## config.mk

```make
export PLATFORM = sky130hd
export DESIGN_NAME = lfu_cache_lru_tiebreak
export DESIGN_NICKNAME = d
export VERILOG_FILES = /design/src/hdl/lfuc_pkg.sv /design/src/hdl/lfuc_ram.sv /design/src/hdl/lfu_cache_lru_tiebreak.sv
export VERILOG_INCLUDE_DIRS = /design/src /design/src/hdl
export SDC_FILE = /design/constraint.sdc
export NUM_CORES = 2
export LEC_CHECK = 0
export CORE_UTILIZATION = 55
export CTS_CLUSTER_SIZE = 28
export DETAILED_ROUTE_END_ITERATION = 8
export DONT_BUFFER_PORTS = 1
export PLACE_DENSITY = 0.7
export SYNTH_ARGS = -nofsm -noshare
export SYNTH_HDL_FRONTEND = slang
export SYNTH_SLANG_ARGS = --single-unit
```

## constraint.sdc

```tcl
create_clock -name clk -period 12.87 [get_ports clk]
set_input_delay 1.9305 -clock clk [delete_from_list [all_inputs] [get_ports clk]]
set_output_delay 1.9305 -clock clk [all_outputs]
set_load 0.02 [all_outputs]
```

## src/hdl/lfu_cache_lru_tiebreak_assert.svh

```systemverilog
// Assertion macros shared by the cache RTL.
// Each macro expects signals named clk and arst_n in the using module.
`ifndef LFU_CACHE_LRU_TIEBREAK_ASSERT_SVH
`define LFU_CACHE_LRU_TIEBREAK_ASSERT_SVH

// Condition must hold at every clock edge outside reset.
`define LFUC_ASSERT_ALWAYS(lbl, cond) \
	lbl: assert property (@(posedge clk) disable iff (!arst_n) (cond)) \
		else $error("lfuc: invariant violated");

// Consequent must hold in the same cycle as the antecedent.
`define LFUC_ASSERT_IMP(lbl, ante, cons) \
	lbl: assert property (@(posedge clk) disable iff (!arst_n) (ante) |-> (cons)) \
		else $error("lfuc: implication violated");

// Consequent must hold in the cycle after the antecedent.
`define LFUC_ASSERT_NXT(lbl, ante, cons) \
	lbl: assert property (@(posedge clk) disable iff (!arst_n) (ante) |=> (cons)) \
		else $error("lfuc: next-cycle implication violated");

`endif

```

## src/hdl/lfuc_pkg.sv

```systemverilog
// Shared types and constants for the LFU cache with LRU tie break.
// No dependencies.
`default_nettype none

package lfuc_pkg;

	localparam int CAP_W = 5;
	localparam logic [CAP_W-1:0] CAP_RESET = 5'd16;
	localparam int KEY_W = 32;
	localparam int CNT_W = 16;
	localparam logic [CNT_W-1:0] CNT_MAX = 16'hFFFF;
	localparam logic [CNT_W-1:0] CNT_ONE = 16'd1;

	localparam logic OP_GET = 1'b0;
	localparam logic OP_SET = 1'b1;

	// Sequencer states, one-hot
	typedef enum logic [4:0] {
		ST_IDLE   = 5'b00001,
		ST_SCAN   = 5'b00010,
		ST_DECIDE = 5'b00100,
		ST_UPDATE = 5'b01000,
		ST_FINISH = 5'b10000
	} lfuc_state_t;

endpackage

`default_nettype wire

```

## src/hdl/lfuc_ram.sv

```systemverilog
// Generic simple dual-port RAM: one write port, one registered read port.
// No dependencies.
`default_nettype none

module lfuc_ram #(
	parameter int WIDTH = 8,
	parameter int DEPTH = 16
) (
	input  wire logic                                      clk,
	input  wire logic                                      we,
	input  wire logic [((DEPTH > 1) ? $clog2(DEPTH) : 1)-1:0] waddr,
	input  wire logic [WIDTH-1:0]                          wdata,
	input  wire logic                                      re,
	input  wire logic [((DEPTH > 1) ? $clog2(DEPTH) : 1)-1:0] raddr,
	output logic      [WIDTH-1:0]                          rdata
);

	logic [WIDTH-1:0] mem [DEPTH];

	// write and registered read
	always_ff @(posedge clk) begin
		if (we) begin
			mem[waddr] <= wdata;
		end
		if (re) begin
			rdata <= mem[raddr];
		end
	end

endmodule

`default_nettype wire

```

## src/hdl/lfu_cache_lru_tiebreak.sv

```systemverilog
// LFU key-value cache with LRU tie break: sequencer around one entry RAM.
// Depends on lfuc_pkg, lfuc_ram and lfu_cache_lru_tiebreak_assert.svh.
//
//  channel  | handshake          | payload
//  ---------+--------------------+-------------------------------------
//  config   | cfg_wr_en          | cfg_wr_data (capacity)
//  input    | in_valid/in_stall  | op, key, data_in
//  output   | out_valid/out_stall| hit, data_out, evicted, evicted_key
//
// An item that changes the store (get hit, set) takes one pass over the entry
// RAM to search and one read-modify-write pass to update ranks; one that does
// not (get miss, set with capacity zero) takes the search pass alone.
// The single RAM read port sets both pass lengths.
// Reset clears valid bits and the fill count at once; no clearing pass.
// A held result in the output register does not block the next transfer in.
`default_nettype none
`include "lfu_cache_lru_tiebreak_assert.svh"

module lfu_cache_lru_tiebreak #(
	parameter int ENTRIES = 16
) (
	input  wire logic                             clk,
	input  wire logic                             arst_n,
	input  wire logic                             cfg_wr_en,
	input  wire logic [lfuc_pkg::CAP_W-1:0]       cfg_wr_data,
	input  wire logic                             in_valid,
	output logic                                  in_stall,
	input  wire logic                             op,
	input  wire logic signed [lfuc_pkg::KEY_W-1:0] key,
	input  wire logic signed [lfuc_pkg::KEY_W-1:0] data_in,
	output logic                                  out_valid,
	input  wire logic                             out_stall,
	output logic                                  hit,
	output logic signed [lfuc_pkg::KEY_W-1:0]     data_out,
	output logic                                  evicted,
	output logic signed [lfuc_pkg::KEY_W-1:0]     evicted_key
);

	localparam int KW   = lfuc_pkg::KEY_W;
	localparam int CW   = lfuc_pkg::CNT_W;
	localparam int IW   = (ENTRIES > 1) ? $clog2(ENTRIES) : 1;
	localparam int RW   = IW;
	localparam int CTW  = $clog2(ENTRIES + 1);
	localparam int CMPW = (lfuc_pkg::CAP_W > CTW) ? lfuc_pkg::CAP_W : CTW;
	localparam int DW   = KW + KW + CW + RW;
	localparam logic [CTW-1:0]  ENT_CT  = CTW'(ENTRIES);
	localparam logic [CMPW-1:0] ENT_CMP = CMPW'(ENTRIES);

	// control state
	lfuc_pkg::lfuc_state_t state_q;
	logic [CTW-1:0]             ctr_q;
	logic                       rd_vld_s1;
	logic [IW-1:0]              rd_idx_s1;
	logic [lfuc_pkg::CAP_W-1:0] capacity_q;
	logic [ENTRIES-1:0]         valid_q;
	logic [CTW-1:0]             used_q;
	logic                       out_valid_q;

	// item and search results
	logic          op_q;
	logic [KW-1:0] key_q;
	logic [KW-1:0] din_q;
	logic          match_found_q;
	logic [IW-1:0] match_idx_q;
	logic [KW-1:0] match_val_q;
	logic [CW-1:0] match_cnt_q;
	logic [RW-1:0] match_rank_q;
	logic          free_found_q;
	logic [IW-1:0] free_idx_q;
	logic          vic_found_q;
	logic [IW-1:0] vic_idx_q;
	logic [KW-1:0] vic_key_q;
	logic [CW-1:0] vic_cnt_q;
	logic [RW-1:0] vic_rank_q;

	// update pass target
	logic [IW-1:0] tgt_idx_q;
	logic [KW-1:0] tgt_key_q;
	logic [KW-1:0] tgt_val_q;
	logic [CW-1:0] tgt_cnt_q;
	logic [RW-1:0] lim_rank_q;
	logic          fill_all_q;

	// result waiting for the output register
	logic          res_hit_q;
	logic [KW-1:0] res_data_q;
	logic          res_evict_q;
	logic [KW-1:0] res_ekey_q;

	// output register
	logic          hit_q;
	logic [KW-1:0] data_out_q;
	logic          evicted_q;
	logic [KW-1:0] evicted_key_q;

	// RAM port signals
	logic          ram_re;
	logic          ram_we;
	logic [IW-1:0] ram_raddr;
	logic [DW-1:0] ram_wdata;
	logic [DW-1:0] ram_rdata;

	logic [KW-1:0] rd_key;
	logic [KW-1:0] rd_val;
	logic [CW-1:0] rd_cnt;
	logic [RW-1:0] rd_rank;
	logic          rd_valid;

	logic in_xfer;
	logic out_load;
	logic scan_match;
	logic vic_better;
	logic free_seen;
	logic is_tgt;
	logic shift_rank;
	logic pass_active;
	logic pass_done;

	logic [CMPW-1:0] cap_ext;
	logic [CMPW-1:0] cap_eff;
	logic [CW-1:0]   match_cnt_inc;

	// decision outcome
	logic          dec_upd;
	logic          dec_fill;
	logic [IW-1:0] dec_tgt;
	logic [KW-1:0] dec_val;
	logic [CW-1:0] dec_cnt;
	logic [RW-1:0] dec_lim;
	logic          dec_hit;
	logic [KW-1:0] dec_data;
	logic          dec_evict;
	logic [KW-1:0] dec_ekey;

	// entry RAM: {key, value, use count, recency rank}
	lfuc_ram #(
		.WIDTH (DW),
		.DEPTH (ENTRIES)
	) u_entry_ram (
		.clk   (clk),
		.we    (ram_we),
		.waddr (rd_idx_s1),
		.wdata (ram_wdata),
		.re    (ram_re),
		.raddr (ram_raddr),
		.rdata (ram_rdata)
	);

	// handshakes
	assign in_stall  = (state_q != lfuc_pkg::ST_IDLE);
	assign in_xfer   = in_valid && (state_q == lfuc_pkg::ST_IDLE);
	assign out_load  = (state_q == lfuc_pkg::ST_FINISH) && (!out_valid_q || !out_stall);
	assign out_valid = out_valid_q;
	assign hit         = hit_q;
	assign data_out    = data_out_q;
	assign evicted     = evicted_q;
	assign evicted_key = evicted_key_q;

	// RAM read sweep, shared by both passes
	assign pass_active = (state_q == lfuc_pkg::ST_SCAN) || (state_q == lfuc_pkg::ST_UPDATE);
	assign pass_done   = (ctr_q == ENT_CT);
	assign ram_re      = pass_active && !pass_done;
	assign ram_raddr   = ctr_q[IW-1:0];

	// read data fields
	assign rd_key   = ram_rdata[DW-1 -: KW];
	assign rd_val   = ram_rdata[DW-KW-1 -: KW];
	assign rd_cnt   = ram_rdata[RW+CW-1 -: CW];
	assign rd_rank  = ram_rdata[RW-1:0];
	assign rd_valid = valid_q[rd_idx_s1];

	// search step
	assign scan_match = rd_vld_s1 && rd_valid && (rd_key == key_q);
	assign free_seen  = rd_vld_s1 && !rd_valid;
	assign vic_better = rd_vld_s1 && rd_valid &&
		(!vic_found_q || (rd_cnt < vic_cnt_q) ||
		 ((rd_cnt == vic_cnt_q) && (rd_rank > vic_rank_q)));

	// update step: target gets new contents, newer entries age by one
	assign is_tgt     = (rd_idx_s1 == tgt_idx_q);
	assign shift_rank = rd_valid && (fill_all_q || (rd_rank < lim_rank_q));
	assign ram_we     = (state_q == lfuc_pkg::ST_UPDATE) && rd_vld_s1 && (is_tgt || shift_rank);
	assign ram_wdata  = is_tgt ? {tgt_key_q, tgt_val_q, tgt_cnt_q, RW'(0)}
	                           : {rd_key, rd_val, rd_cnt, rd_rank + RW'(1)};

	// effective capacity, clamped to the entry count
	assign cap_ext       = CMPW'(capacity_q);
	assign cap_eff       = (cap_ext > ENT_CMP) ? ENT_CMP : cap_ext;
	assign match_cnt_inc = (match_cnt_q == lfuc_pkg::CNT_MAX) ? match_cnt_q
	                                                           : match_cnt_q + CW'(1);

	// decide hit, fill or eviction from the search results
	always_comb begin
		dec_upd   = 1'b0;
		dec_fill  = 1'b0;
		dec_tgt   = match_idx_q;
		dec_val   = match_val_q;
		dec_cnt   = match_cnt_inc;
		dec_lim   = match_rank_q;
		dec_hit   = 1'b0;
		dec_data  = '0;
		dec_evict = 1'b0;
		dec_ekey  = '0;
		if (op_q == lfuc_pkg::OP_GET) begin
			if (match_found_q) begin
				dec_upd  = 1'b1;
				dec_hit  = 1'b1;
				dec_data = match_val_q;
			end
		end else if (cap_eff != '0) begin
			if (match_found_q) begin
				dec_upd = 1'b1;
				dec_hit = 1'b1;
				dec_val = din_q;
			end else if (CMPW'(used_q) < cap_eff) begin
				dec_upd  = 1'b1;
				dec_fill = 1'b1;
				dec_tgt  = free_idx_q;
				dec_val  = din_q;
				dec_cnt  = lfuc_pkg::CNT_ONE;
			end else begin
				dec_upd   = 1'b1;
				dec_tgt   = vic_idx_q;
				dec_val   = din_q;
				dec_cnt   = lfuc_pkg::CNT_ONE;
				dec_lim   = vic_rank_q;
				dec_evict = 1'b1;
				dec_ekey  = vic_key_q;
			end
		end
	end

	// sequencer and control registers
	always_ff @(posedge clk or negedge arst_n) begin
		if (!arst_n) begin
			state_q       <= lfuc_pkg::ST_IDLE;
			ctr_q         <= '0;
			rd_vld_s1     <= 1'b0;
			capacity_q    <= lfuc_pkg::CAP_RESET;
			valid_q       <= '0;
			used_q        <= '0;
			out_valid_q   <= 1'b0;
			match_found_q <= 1'b0;
			free_found_q  <= 1'b0;
			vic_found_q   <= 1'b0;
			fill_all_q    <= 1'b0;
		end else begin
			rd_vld_s1 <= ram_re;
			if (cfg_wr_en) begin
				capacity_q <= cfg_wr_data;
			end
			if (out_load) begin
				out_valid_q <= 1'b1;
			end else if (!out_stall) begin
				out_valid_q <= 1'b0;
			end
			unique case (state_q)
				lfuc_pkg::ST_IDLE: begin
					if (in_xfer) begin
						state_q       <= lfuc_pkg::ST_SCAN;
						ctr_q         <= '0;
						match_found_q <= 1'b0;
						free_found_q  <= 1'b0;
						vic_found_q   <= 1'b0;
					end
				end
				lfuc_pkg::ST_SCAN: begin
					if (scan_match) begin
						match_found_q <= 1'b1;
					end
					if (free_seen) begin
						free_found_q <= 1'b1;
					end
					if (vic_better) begin
						vic_found_q <= 1'b1;
					end
					if (pass_done) begin
						state_q <= lfuc_pkg::ST_DECIDE;
					end else begin
						ctr_q <= ctr_q + CTW'(1);
					end
				end
				lfuc_pkg::ST_DECIDE: begin
					ctr_q      <= '0;
					fill_all_q <= dec_fill;
					if (dec_fill) begin
						valid_q[dec_tgt] <= 1'b1;
						used_q           <= used_q + CTW'(1);
					end
					state_q <= dec_upd ? lfuc_pkg::ST_UPDATE : lfuc_pkg::ST_FINISH;
				end
				lfuc_pkg::ST_UPDATE: begin
					if (pass_done) begin
						state_q <= lfuc_pkg::ST_FINISH;
					end else begin
						ctr_q <= ctr_q + CTW'(1);
					end
				end
				lfuc_pkg::ST_FINISH: begin
					if (out_load) begin
						state_q <= lfuc_pkg::ST_IDLE;
					end
				end
				default: begin
					state_q <= lfuc_pkg::ST_IDLE;
				end
			endcase
		end
	end

	// payload registers
	always_ff @(posedge clk) begin
		rd_idx_s1 <= ctr_q[IW-1:0];
		if (in_xfer) begin
			op_q  <= op;
			key_q <= key;
			din_q <= data_in;
		end
		// search accumulators: first match, first free slot, best victim
		if (state_q == lfuc_pkg::ST_SCAN) begin
			if (scan_match && !match_found_q) begin
				match_idx_q  <= rd_idx_s1;
				match_val_q  <= rd_val;
				match_cnt_q  <= rd_cnt;
				match_rank_q <= rd_rank;
			end
			if (free_seen && !free_found_q) begin
				free_idx_q <= rd_idx_s1;
			end
			if (vic_better) begin
				vic_idx_q  <= rd_idx_s1;
				vic_key_q  <= rd_key;
				vic_cnt_q  <= rd_cnt;
				vic_rank_q <= rd_rank;
			end
		end
		if (state_q == lfuc_pkg::ST_DECIDE) begin
			tgt_idx_q   <= dec_tgt;
			tgt_key_q   <= key_q;
			tgt_val_q   <= dec_val;
			tgt_cnt_q   <= dec_cnt;
			lim_rank_q  <= dec_lim;
			res_hit_q   <= dec_hit;
			res_data_q  <= dec_data;
			res_evict_q <= dec_evict;
			res_ekey_q  <= dec_ekey;
		end
		if (out_load) begin
			hit_q         <= res_hit_q;
			data_out_q    <= res_data_q;
			evicted_q     <= res_evict_q;
			evicted_key_q <= res_ekey_q;
		end
	end

	// checks
	`LFUC_ASSERT_ALWAYS(a_used_matches_valid, $countones(valid_q) == int'(used_q))
	`LFUC_ASSERT_IMP(a_write_only_in_update, ram_we, state_q == lfuc_pkg::ST_UPDATE)
	`LFUC_ASSERT_IMP(a_fill_has_free_slot, (state_q == lfuc_pkg::ST_DECIDE) && dec_fill, free_found_q && !valid_q[free_idx_q])
	`LFUC_ASSERT_IMP(a_hit_excludes_evict, out_valid_q, !(hit_q && evicted_q))
	`LFUC_ASSERT_NXT(a_load_returns_idle, out_load, (state_q == lfuc_pkg::ST_IDLE) && out_valid_q)

endmodule

`default_nettype wire

```

* Word level (Yosys, flattened, before mapping)
Memory sizes are Yosys's and may differ from the RTL's. A register that Yosys moved wholly into a read port is not among the register bits.
Index checks and enable logic that the tools add are counted.
** Operators by class
- Add/sub/neg operators :: 4
- $mul :: 0
- Divide/modulo/power cells :: 0
- Magnitude comparators :: 8
- Equal/unequal tests :: 20
- Shift-type cells :: 0
- Multiplexer cells :: 50
- Bitwise gates (word level) :: 4
- Reductions and logical operators :: 43
** Operator list (count)
- 2-to-1 mux 84 bit :: 1
- 2-to-1 mux 16 bit :: 4
- 2-to-1 mux 32 bit :: 2
- 2-to-1 mux 5 bit :: 8
- equality test 32 bit :: 1
- 2-to-1 mux 4 bit :: 8
- one-hot mux 5 bit (5 select lines) :: 1
- 2-to-1 mux 1 bit :: 20
- adder 16 x 1 -> 16 bit, second input constant :: 1
- equality test 16 bit :: 1
- equality test 16 bit, second input constant :: 1
- < comparator 16 bit :: 1
- inequality test 2 bit, second input constant :: 8
- bitwise OR 16 bit :: 1
- one-hot mux 5 bit (3 select lines) :: 1
- logical AND 1 bit :: 14
- AND reduction 3 bit :: 4
- adder 5 x 1 -> 5 bit, second input constant :: 2
- equality test 5 bit, second input constant :: 2
- < comparator 4 x 5 -> 1 bit, second input constant :: 2
- AND reduction 2 bit :: 4
- zero test 1 bit :: 7
- logical OR 1 bit :: 6
- one-hot mux 1 bit (2 select lines) :: 3
- other kinds (23) :: 26
** Word-level totals
- Register bits :: 447
- Latch bits :: 0
- Memory bits (writable) :: 1344
- ROM bits :: 0
- Input bits :: 75
- Output and inout port bits :: 68
- Word-level logic and storage cells :: 167
- Memories kept :: 1
** Memories
- u_entry_ram.mem :: words 16, bits a word 84, rd ports 1, clocked after memory_dff 1, wr ports 1, RTL line lfuc_ram.sv:18 : logic [WIDTH-1:0] mem [DEPTH];

* Longest topological paths before layout
- Depth in word-level cells :: 12
- Mapped depth :: 11
- Depth with buffers taken out :: 10

* Hierarchy
From an unflattened synthesis, not the netlist that was laid out.
** Second synthesis, totals
- Cell total of the unflattened synthesis :: 3161
- Area total of the unflattened synthesis :: 70413.8 um^2
** Modules (own cells, without submodules)
- lfuc_ram :: instances 1, cells an instance 2154, area an instance 52893.2 um^2, sequential area each 42881.1 um^2
- lfu_cache_lru_tiebreak :: instances 1, cells an instance 1007, area an instance 17520.6 um^2, sequential area each 13175.1 um^2

* Worst setup path before layout
Ideal clock, no wire load.
- Kind :: reg-to-reg
- From :: register rd_idx_s1[0]
- To :: memory u_entry_ram.mem[0][0] (netlist bit) (enable)
- Setup time :: 0.736 ns
- Arrival :: 9.409 ns
- Required time :: 12.134 ns
- Setup slack :: 2.725 ns
- Stages on the path, launching flop included :: 7
- Path buffers :: 2
- Clock period less this slack :: 10.145 ns
- Cell sequence :: dfxtp_1 > clkbuf_1 > xor2_1 > nor4_4 > buf_2 > a21oi_1 > nor4_1
** Between the ends
- Longest elaborated chain between the ends :: 7
- Elaborated cells between the ends (all ways) :: 8
- Those cells by class :: eq/ne: 1; mux: 4; reduce/logical: 3
** Ends and longest elaborated chain
- start, declared :: RTL line lfu_cache_lru_tiebreak.sv:53 : logic [IW-1:0] rd_idx_s1;
- start signal, assigned :: RTL line lfu_cache_lru_tiebreak.sv:313 : rd_idx_s1 <= ctr_q[IW-1:0];
- binary-select mux 1 bit (select 4 bit) :: RTL line lfu_cache_lru_tiebreak.sv:170 : assign rd_valid = valid_q[rd_idx_s1];
- 2-to-1 mux 1 bit (not written as such) :: RTL line lfu_cache_lru_tiebreak.sv:170
- logical AND 1 bit :: RTL line lfu_cache_lru_tiebreak.sv:181 : assign shift_rank = rd_valid && (fill_all_q || (rd_rank < lim_rank_q));
- logical OR 1 bit :: RTL line lfu_cache_lru_tiebreak.sv:182 : assign ram_we = (state_q == lfuc_pkg::ST_UPDATE) && rd_vld_s1 && (is_tgt || shift_rank);
- logical AND 1 bit :: RTL line lfu_cache_lru_tiebreak.sv:182
- 2-to-1 mux 1 bit :: RTL line lfuc_ram.sv:22 : if (we) begin
- 2-to-1 mux 1 bit (not written as such) :: RTL line lfuc_ram.sv:23 : mem[waddr] <= wdata;
- end, declared :: RTL line lfuc_ram.sv:18
Several ways; a longest one is shown, not always the timed one. The select of a mux whose other input is x is not followed.

* Final worst setup path
- From :: register ctr_q[0]
- To :: register u_entry_ram.rdata[51], read port of u_entry_ram.mem, data pin
** Between the ends
- Longest elaborated chain between the ends :: 3
** Ends and longest elaborated chain
- start, declared :: RTL line lfu_cache_lru_tiebreak.sv:51 : logic [CTW-1:0] ctr_q;
- start signal, assigned :: RTL line lfu_cache_lru_tiebreak.sv:280 : ctr_q <= ctr_q + CTW'(1);
- start signal, assigned :: RTL line lfu_cache_lru_tiebreak.sv:296 : ctr_q <= ctr_q + CTW'(1);
- equality test 5 bit :: RTL line lfu_cache_lru_tiebreak.sv:161 : assign pass_done = (ctr_q == ENT_CT);
- zero test 1 bit :: RTL line lfu_cache_lru_tiebreak.sv:162 : assign ram_re = pass_active && !pass_done;
- logical AND 1 bit :: RTL line lfu_cache_lru_tiebreak.sv:162
- end, declared :: RTL line lfuc_ram.sv:15 : output logic [WIDTH-1:0] rdata
Several ways; a longest one is shown, not always the timed one.
A chain may end at the register's enable or synchronous reset.

==> flow_metrics.tcl <==
set metrics [dict create \
    start_util_pct 55.4 \
    synth_top_area_share_pct 77.9 \
    cp_cell_sequence "buf_4, buf_4, buf_12, mux4_2, mux4_2" \
    cts_buffers 180 \
    cts_buffer_depth 3 \
    leakagePower_uw 0.0244 \
    final_cells 4912 \
    ctsHtreeMaxLevel 4 \
    setup_slack_ps 7760 \
    dpl.hpwl_mm 77.0 \
    yosysTopAreaCell "edfxtp_1" \
    slew_headroom_pct 21.1 \
    synth_cells 2983 \
    cp_slowest_stage_delay_ps 990 \
    dp_cells 4586 \
    yosysSeqAreaShare_pct 79.5 \
    async_flop_share_pct 2.24 \
    cp_max_fo 111 \
    track_usage_pct 23.4 \
    io_pins 143 \
    synth_cell_types 67 \
    p_per_area_mw_per_mm2 195 \
    slowest_stage "buf_4" \
    drc 0 \
    hold_buffers 0 \
    portBuffers 0 \
    hold_viol_final 0 \
    grt_pass1_vias 32100 \
    gr-total-overflow 0 \
    status "completed" \
    gp_congestion 0.768 \
    die_area_mm2 0.130 \
    via_count 31300 \
    hold_path_class "flip-flop to flip-flop" \
    slew_violations 0 \
    place_ws_ps 7550 \
    cts_tree "built" \
    ant_nets 0 \
    use_met1_pct 33.8 \
    diodes 0 \
    antenna_found_initial 1 \
    via_per_inst 6.37 \
    clock_latency_ps 820 \
    synth_edf_count 1829 \
    synth_nets 3090 \
    synth_warnings 0 \
    setup_violations 0 \
    cts.repair.resized 0 \
    required_ps 13400 \
    timing.fmax_mhz 196 \
    synth.avg_cell_area_um2 23.6 \
    ys.flop_type "edfxtp_1" \
    drt_pass1_iterations 5 \
    root_buffer "clkbuf_16" \
    grt_pass1_wl_mm 218 \
    grt_busiest_layer "met2" \
    rsz0062_at_grt "no" \
    arrival_ps 5640 \
    reg2reg_slack_ps 7760 \
    die_y_um 360 \
    tns_ps 0 \
    first_iter_violations 3589 \
    holdPathStages 0 \
    grt_max_degree 112 \
    post_cts_buffers 0 \
    netlist_area_mm2 0.0705 \
    wl_per_cell_um 30.4 \
    cts.sinks 1875 \
    gr-usage-met2_pct 36.9 \
    critPathCaptureType "flip-flop" \
    drive_gt1_share_pct 27.8 \
    worst_pin_slew_ps 1180 \
    whs_ps 417 \
    wirelength_mm 150 \
    start_kind "flip-flop" \
    r2r_cells 5 \
    r2r-start "ctr_q[0]$_DFFE_PN0P_" \
    whs_endpoint "hit$_DFFE_PP_" \
    maxCapViolations 0 \
    fin_skew_ps 30.9 \
    ys_ff_latch 1875 \
    fin_crit_sh_pct 39.7 \
    r2r-end "u_entry_ram.rdata[51]$_DFFE_PP_" \
    hold_start "res_hit_q$_DFFE_PP_" \
    core_area_mm2 0.127 \
    clk_pin_slew_ps 60 \
    finalCriticalPeriod_ps 5110 \
    synth_area_leaders "edfxtp_1, mux4_2, mux2_2, dfrtp_1, xor2_1" \
    area_delta_synth_final_pct 11.0 \
    rows 131 \
    vdd_drop_max_v 0.000181 \
    die_x_um 360 \
    fin_nets 3213 \
    crit_type "flip-flop to flip-flop" \
    met3_usage_pct 4.91 \
]
[cells by family (layout without fill, tap and decap cells)]
family / count (synthesis) / count (layout) / share of synthesized area (%)
flip-flops: 1875 / 1875 / 79.5
multiplexers: 554 / 554 / 15.5
AND/OR/NAND/NOR: 236 / 236 / 1.93
buffers and inverters: 152 / 419 / 0.970
AO/OA/AOI/OAI: 78 / 78 / 0.821
XOR/XNOR: 56 / 56 / 0.695
adder cells (fa/ha/maj): 32 / 32 / 0.568
[metal layers]
layer / routed length (um) / part of all wire (%)
met1: 60800 / 41
met4: 2910 / 1.9
met3: 12700 / 8.5
met2: 73100 / 49
met5: 0 / 0
[cell type report]
type / count / area, um2
clock buffers: 217 / 4670
clock inverters: 109 / 963
fillers: 8364 / 49100
inverters: 31 / 129
multi-input cells: 956 / 13900
flip-flops and latches: 1875 / 56100
well taps: 1662 / 2080
repair buffers: 62 / 478
[registers in the layout, summed over array words and instances, names as in the netlist, 16 cells and up]
| name | flops |
|---|---|
| tgt_cnt_q | 16 |
| match_cnt_q | 16 |
| key_q | 32 |
| tgt_key_q | 32 |
| match_val_q | 32 |
| u_entry_ram.rdata | 84 |
| res_ekey_q | 32 |
| valid_q | 16 |
| evicted_key | 32 |
| data_out | 32 |
| tgt_val_q | 32 |
| din_q | 32 |
| vic_cnt_q | 16 |
| res_data_q | 32 |
| u_entry_ram.mem | 1344 |
| vic_key_q | 32 |
[power by group]
group | internal, uW | leakage (uW) | total, uW | switching [uW]
combinational | 1150 | 0.00447 | 2510 | 1360
clock | 2840 | 0.00277 | 5070 | 2230
sequential | 7420 | 0.0171 | 7680 | 256
[stage by stage]
step	util [%]	instance area [um2]	total power [uW]
detailed placement	57.1	72700	10300
finish	61.5	78300	15300
CTS	61.5	78300	15400
global route	61.5	78300	15800
floorplan	-	70500	9630
global placement	57.1	72700	10200
[cells in the final DEF (no fill, tap or decap), types with 5 or more instances in the layout]
cell type | Yosys | final
a21oi_1 | 14 | 13
a31o_1 | 16 | 16
a31oi_1 | 7 | 7
and2_1 | 64 | 64
buf_4 | 2 | 61
bufinv_16 | 0 | 12
clkbuf_1 | 58 | 34
clkbuf_16 | 0 | 180
clkinv_1 | 0 | 44
clkinv_2 | 0 | 34
clkinv_8 | 0 | 5
dfrtp_1 | 40 | 36
edfxtp_1 | 1829 | 1829
ha_1 | 32 | 32
inv_1 | 29 | 27
inv_16 | 0 | 6
mux2_2 | 122 | 122
mux2i_1 | 10 | 10
mux4_2 | 420 | 420
nand2_1 | 30 | 30
nand2b_1 | 5 | 5
nand3_1 | 16 | 16
nand4_1 | 12 | 12
nor2_1 | 36 | 36
nor2b_1 | 12 | 9
nor3_1 | 14 | 6
nor3_2 | 0 | 8
nor4_1 | 16 | 8
nor4_2 | 2 | 10
o21ai_0 | 14 | 14
xnor2_1 | 7 | 7
xor2_1 | 49 | 49
[synthesized netlist by cell type (all sizes together) (15+ instances only)]
cell and instances:
ha 32, nand3 16, xor2 49, o21ai 17
nor3 15, edfxtp 1829, nor4 19, buf 63
mux2 124, a21oi 15, inv 31, a31o 16
and2 64, nor2 38, dfrtp 40, mux4 420
clkbuf 58, nand2 30
[worst max-delay path by stage]
| stage | from | end | slack (ps) |
|---|---|---|---|
| 5_1_grt | ctr_q[0]$_DFFE_PN0P_ | u_entry_ram.rdata[51]$_DFFE_PP_ | 7190 |
| 4_1_cts | ctr_q[0]$_DFFE_PN0P_ | u_entry_ram.rdata[51]$_DFFE_PP_ | 7560 |
| 2_1_floorplan | rd_idx_s1[0]$_DFF_P_ | u_entry_ram.mem[0][0]$_DFFE_PP_ | 2720 |
| 3_3_place_gp | ctr_q[0]$_DFFE_PN0P_ | u_entry_ram.rdata[50]$_DFFE_PP_ | 7620 |
| 6_report | ctr_q[0]$_DFFE_PN0P_ | u_entry_ram.rdata[51]$_DFFE_PP_ | 7760 |
| 3_5_place_dp | ctr_q[0]$_DFFE_PN0P_ | u_entry_ram.rdata[73]$_DFFE_PP_ | 7550 |
[critical path, delay by kind of cell, from the launching register on]
kind     cells  cell delay, ps
buf+inv      3            2650
flops        1             910
mux          2            1090
Power figures use the tool's default switching activity.
